$ cat src/design/fsnc_pkg.sv
// Package for the FAT short-name checker: lane flag struct, character
// constants and the two reserved OS/2 extended-attribute names.
// No dependencies.
`timescale 1ns / 1ps
`default_nettype none

package fsnc_pkg;

    localparam int NAME_BYTES = 11;
    localparam int BASE_BYTES = 8;
    localparam int EXT_BYTES  = 3;

    localparam logic [7:0] CH_SPACE = 8'h20;
    localparam logic [7:0] CH_DEL   = 8'h7F;

    // Reserved OS/2 names, first character at index 0.
    localparam logic [7:0] OS2_EA_DATA [NAME_BYTES] = '{
        8'h45, 8'h41, 8'h20, 8'h44, 8'h41, 8'h54, 8'h41, 8'h20, 8'h20, 8'h53, 8'h46
    };
    localparam logic [7:0] OS2_WP_ROOT [NAME_BYTES] = '{
        8'h57, 8'h50, 8'h20, 8'h52, 8'h4F, 8'h4F, 8'h54, 8'h20, 8'h20, 8'h53, 8'h46
    };

    // What one byte lane reports about its character.
    typedef struct packed {
        logic bad;     // control byte, DEL or forbidden character
        logic high;    // byte above 0x7F
        logic space;   // byte is a space
        logic ea_eq;   // matches the extended-attribute data name here
        logic wp_eq;   // matches the workplace root name here
    } t_lane_flags;

    // Characters forbidden under both rule sets, and those only outside GEMDOS.
    function automatic logic forbidden_char(input logic [7:0] c, input logic gemdos);
        logic common;
        logic extra;
        common = (c == 8'h2A) || (c == 8'h3F) || (c == 8'h5C) || (c == 8'h2F)
              || (c == 8'h3A);
        extra  = (c == 8'h3C) || (c == 8'h3E) || (c == 8'h7C) || (c == 8'h22);
        return common || (!gemdos && extra);
    endfunction

endpackage

`default_nettype wire

$ cat src/design/fsnc_lane.sv
// One byte lane of the short-name checker: classifies a single name byte.
// Depends on fsnc_pkg.
`timescale 1ns / 1ps
`default_nettype none

module fsnc_lane #(
    parameter int LANE_IDX = 0
) (
    input  wire logic [7:0]           i_byte,
    input  wire logic                 i_atari,
    output fsnc_pkg::t_lane_flags     o_flags
);
    import fsnc_pkg::*;

    always_comb begin
        o_flags.bad   = (i_byte < CH_SPACE) || (i_byte == CH_DEL)
                      || forbidden_char(i_byte, i_atari);
        o_flags.high  = i_byte[7];
        o_flags.space = (i_byte == CH_SPACE);
        o_flags.ea_eq = (i_byte == OS2_EA_DATA[LANE_IDX]);
        o_flags.wp_eq = (i_byte == OS2_WP_ROOT[LANE_IDX]);
    end

endmodule

`default_nettype wire

$ cat src/design/fsnc_merge.sv
// Merging stage of the short-name checker: combines the eleven lane flags
// with the entry flags into the verdict. Depends on fsnc_pkg.
`timescale 1ns / 1ps
`default_nettype none

module fsnc_merge (
    input  wire fsnc_pkg::t_lane_flags i_flags [fsnc_pkg::NAME_BYTES],
    input  wire logic                  i_has_long_name,
    input  wire logic                  i_short_name_absent,
    input  wire logic                  i_atari,
    output logic                       o_name_bad
);
    import fsnc_pkg::*;

    logic ea_match;
    logic wp_match;
    logic any_bad;
    logic any_high;
    logic base_gap;
    logic ext_gap;
    logic seen_space;

    always_comb begin
        ea_match = 1'b1;
        wp_match = 1'b1;
        any_bad  = 1'b0;
        any_high = 1'b0;
        for (int i = 0; i < NAME_BYTES; i++) begin
            ea_match = ea_match & i_flags[i].ea_eq;
            wp_match = wp_match & i_flags[i].wp_eq;
            any_bad  = any_bad  | i_flags[i].bad;
            any_high = any_high | i_flags[i].high;
        end

        // A gap is a non-space after a space in the same part of the name.
        base_gap   = 1'b0;
        seen_space = 1'b0;
        for (int i = 0; i < BASE_BYTES; i++) begin
            base_gap   = base_gap | (seen_space & ~i_flags[i].space);
            seen_space = seen_space | i_flags[i].space;
        end
        ext_gap    = 1'b0;
        seen_space = 1'b0;
        for (int i = BASE_BYTES; i < NAME_BYTES; i++) begin
            ext_gap    = ext_gap | (seen_space & ~i_flags[i].space);
            seen_space = seen_space | i_flags[i].space;
        end

        if (ea_match || wp_match) begin
            o_name_bad = 1'b0;
        end else if (i_short_name_absent) begin
            o_name_bad = ~i_has_long_name;
        end else begin
            o_name_bad = any_bad | base_gap | ext_gap | (i_atari & any_high);
        end
    end

endmodule

`default_nettype wire

$ cat src/design/fat_short_name_checker_core.sv
// An entry's lane flags are registered in stage one and its verdict in stage two.
// Throughput: one directory entry per cycle while the master side accepts results;
// stage one holds the eleven byte-lane flags, stage two is the output register, and
// an entry is taken whenever stage one is empty or moving on.
// Reset (synchronous, active low) empties both stages and clears the Atari mode bit.
`timescale 1ns / 1ps
`default_nettype none

module fat_short_name_checker_core (
    input  wire logic        i_clk,
    input  wire logic        i_rst_n,
    input  wire logic        i_cfg_wr_en,
    input  wire logic        i_cfg_wr_data,   // atari_mode
    input  wire logic        i_s_tvalid,
    output logic             o_s_tready,
    input  wire logic [87:0] i_s_tdata,       // base_name [63:0], extension [87:64]
    input  wire logic [1:0]  i_s_tuser,       // has_long_name [0], short_name_absent [1]
    output logic             o_m_tvalid,
    input  wire logic        i_m_tready,
    output logic [7:0]       o_m_tdata        // name_bad [0], zero fill [7:1]
);
    import fsnc_pkg::*;

    logic        r_atari;
    t_lane_flags lane_flags [NAME_BYTES];
    t_lane_flags r_s1_flags [NAME_BYTES];
    logic [1:0]  r_s1_user;
    logic        r_s1_valid;
    logic        r_out_valid;
    logic        r_out_bad;
    logic        merge_bad;
    logic        out_ready;
    logic        s1_load;

    always_ff @(posedge i_clk) begin
        if (!i_rst_n) begin
            r_atari <= 1'b0;
        end else if (i_cfg_wr_en) begin
            r_atari <= i_cfg_wr_data;
        end
    end

    for (genvar g = 0; g < NAME_BYTES; g++) begin : g_lane
        fsnc_lane #(
            .LANE_IDX (g)
        ) u_lane (
            .i_byte  (i_s_tdata[8*g +: 8]),
            .i_atari (r_atari),
            .o_flags (lane_flags[g])
        );
    end

    assign out_ready  = ~r_out_valid | i_m_tready;
    assign o_s_tready = ~r_s1_valid | out_ready;
    assign s1_load    = i_s_tvalid & o_s_tready;

    always_ff @(posedge i_clk) begin
        if (!i_rst_n) begin
            r_s1_valid <= 1'b0;
        end else if (o_s_tready) begin
            r_s1_valid <= i_s_tvalid;
        end
    end

    always_ff @(posedge i_clk) begin
        if (s1_load) begin
            r_s1_flags <= lane_flags;
            r_s1_user  <= i_s_tuser;
        end
    end

    fsnc_merge u_merge (
        .i_flags             (r_s1_flags),
        .i_has_long_name     (r_s1_user[0]),
        .i_short_name_absent (r_s1_user[1]),
        .i_atari             (r_atari),
        .o_name_bad          (merge_bad)
    );

    always_ff @(posedge i_clk) begin
        if (!i_rst_n) begin
            r_out_valid <= 1'b0;
        end else if (out_ready) begin
            r_out_valid <= r_s1_valid;
        end
    end

    always_ff @(posedge i_clk) begin
        if (out_ready && r_s1_valid) begin
            r_out_bad <= merge_bad;
        end
    end

    assign o_m_tvalid = r_out_valid;
    assign o_m_tdata  = {7'd0, r_out_bad};

endmodule

`default_nettype wire

$ cat config.mk
export PLATFORM = sky130hd
export DESIGN_NAME = fat_short_name_checker_core
export DESIGN_NICKNAME = d
export VERILOG_FILES = /design/src/design/fsnc_pkg.sv /design/src/design/fsnc_lane.sv /design/src/design/fsnc_merge.sv /design/src/design/fat_short_name_checker_core.sv
export SDC_FILE = /design/constraint.sdc
export NUM_CORES = 1
export LEC_CHECK = 0
export ABC_AREA = 1
export BUFFER_PORTS_ARGS = -buffer_cell sky130_fd_sc_hd__buf_2
export CAP_MARGIN = 20
export CORE_ASPECT_RATIO = 1.25
export CORE_MARGIN = 5
export CORE_UTILIZATION = 50
export CTS_BUF_LIST = sky130_fd_sc_hd__clkbuf_8
export DETAILED_ROUTE_END_ITERATION = 10
export PLACE_DENSITY = 0.78
export SLEW_MARGIN = 10
export SYNTH_ARGS = -nofsm -noshare
export SYNTH_HDL_FRONTEND = slang
export SYNTH_SLANG_ARGS = --single-unit
$ cat constraint.sdc
create_clock -name i_clk -period 2.2 [get_ports i_clk]
set_input_delay 0.11 -clock i_clk [delete_from_list [all_inputs] [get_ports i_clk]]
set_output_delay 0.11 -clock i_clk [all_outputs]
set_load 0.01 [all_outputs]
==> run metrics <==
status=finished, final reports clean; Setup Viol. Count Final=0; switch share=0.261; # clock sinks=53; fmax=641 MHz; largest cells by area after synthesis=edfxtp_1 45%, nand2_1 12%, inv_1 9.2%; H-tree levels=2; Arrival @ worst endpoint=approximately 1.6 ns; Tmin final=1.56 ns; post-synth cell types=26; Seq pwr share=0.572; GR peak layer=met2; antenna violations before repair=0; Int Power=1.52 mW; DR pass1 iterations=5; Initial Util=0.512; combinational fraction of design power=0.182; sequential cell area=around 1600 µm²; TNS Setup=0 ns; fraction of the mapped netlist area in adder cells=0; gr usage total=0.179; clock-pin slew on the worst setup and hold paths=about 0.090 ns; largest family of logic cells by synthesized area=simple AND/OR/NAND/NOR gates; Routability Congestion=0.934; commonest cells after routing, fill and taps aside=104 x nand2_1, 98 x buf_2, 81 x inv_1; multiplexer area fraction after synthesis=0; Min-Delay Path Depth=1; Switch Pwr=0.538 mW; die height=102 µm; CP Max Fanout=14; max-slew violation count=0; GR Util met3=0.0260; DR iter-0 viols=218; Layout fillers=575; sequential cell area fraction in the yosys report=0.464; largest net degree at the start of global routing=50; PwrDens=510 nW/µm²; std cell rows=33; vias in the first global route=approximately 3200; Routed WL=slightly below 8 mm; XOR/XNOR Fraction of Synth Area=0; Post-DRT Antenna Nets=0; Compound-Gate Fraction of Synth Area=0.100; Critical Path Start Type=register; Area growth syn-to-layout=20.1%; share of cells above drive strength 1=0.203; worst vdd ir=0.000255 V; simple-gate share of the synthesized area=0.320; Slew Limit Headroom=0.593; #FFs+latches synth=53; commonest non-fill, non-tap cell in the layout=nand2_1; post-CTS setup repair buffer count=0; Syn Inst Count=455; total CTS buffers=5; diodes inserted=0; Reg2Reg Depth=5; RSZ-0062 raised after global routing=no; worst-margin pin slew=0.610 ns; final worst slack=0.640 ns; area leader, netlist=edfxtp_1; CTS max path bufs=2; Max Cap Violations=0; io pins=106; final instance area=4040 µm²; hold buffer count at CTS=2; met2 Use GR=0.333; post-synth top area share=0.447; total grt overflow=0; HP Class=primary input to register; final core utilization=0.615; Crit. End Element=register; Final Total Pwr=2.06 mW; routed via count=3348; routed vias/inst=~5.2; Die Wd=~83 µm; # port buffers=98; core area=6570 µm²; CTS root buffer=clkbuf_8; post-DP HPWL=roughly 6.4 mm; area occupied by multi-input gates=1440 µm²; Setup WS pre-CTS=between 0.6 and 0.7 ns; WL per Instance=12.1 µm; first-pass GRT wire length=12.7 mm; Placement Cell Area=between 3000 and 4000 µm²; final hold viol count=0; Final Cycle Share=0.709; synth warn=0; clock network power share=0.246; CTS tree=done; Worst-Skew Late Latency=0.29 ns; Worst EP required=2.25 ns; Setup CP Type=register to register; die area=8470 µm²; Post-layout nets=656; Avg Cell Area, Syn=7.39 µm²; Syn Std Cell Area=3360 µm²; cts repair resizes=0; Worst Clk Skew=about 0.0038 ns; met1 global-route usage=0.211; DRC Markers=0; Static Leak=~1.9 nW
[power by group through the flow]
stage                     logic, mW  registers (mW)  clock network (mW)
after floorplan               0.202            1.19                   0
after global placement        0.358            1.20                   0
after detailed placement      0.367            1.20                   0
after CTS                     0.371            1.18               0.525
after global routing          0.425            1.18               0.574
final                         0.374            1.18               0.507
[metrics by stage]
stage,hold WS (ns),cells
final,0.0297,648
after CTS,0.0167,648
after detailed placement,0.296,638
after global routing,0.0134,648
after floorplan,0.209,461
after global placement,0.297,638
[layer usage]
| metal | vias up | wire, µm |
|---|---|---|
| met5 | - | 0 |
| met4 | 0 | 148 |
| met3 | 17 | 453 |
| met2 | 134 | 4080 |
| met1 | 1487 | 3170 |
| li1 | 1710 | - |
[area by class of cell]
cell class / instances / share of cell area
Inverter: 83 / 0.0771
Multi-Input combinational cell: 316 / 0.357
Clock buffer: 5 / 0.0170
Sequential cell: 53 / 0.387
Tap cell: 87 / 0.0270
Timing Repair Buffer: 101 / 0.131
Clock inverter: 3 / 0.00434
[registers in the layout, summed over array words and instances, names as in the netlist]
name,count
r_s1_valid,1
r_s1_user,2
r_out_bad,1
r_atari,1
o_m_tvalid,1
r_s1_flags,47
[logic make-up (layout without fill, tap and decap cells)]
group | Yosys count | in the layout
buf+inv | 92 | 192
other cells | 1 | 7
simple gates | 243 | 243
compound gates | 66 | 66
flops | 53 | 53
[Yosys cell counts (all sizes together)]
cell      n
dfxtp     3
nand3    28
nand4    17
inv      83
nor3     10
edfxtp   50
o21ai    35
and2      1
o21bai    1
a21oi    29
a31oi     1
nor2     61
conb      1
or2       4
nand3b    2
nor4     16
nand2   104
buf       9
[path summary, 6_finish.rpt]
path	start	to	slack [ns]
min reg2reg	r_s1_valid	o_m_tvalid	0.48
min	i_s_tdata[23]	r_s1_flags[43]	0.03
max reg2reg	r_atari	r_s1_flags[34]	0.64
max	r_atari	r_s1_flags[34]	0.64
[worst max-delay path: stages, from the launching register on]
cell	delay [ns]
dfxtp_1	0.72
inv_1	0.23
a21oi_1	0.17
nand2_1	0.07
nand4_1	0.08
nand2_1	0.05
(Power assumes the default switching activity.)
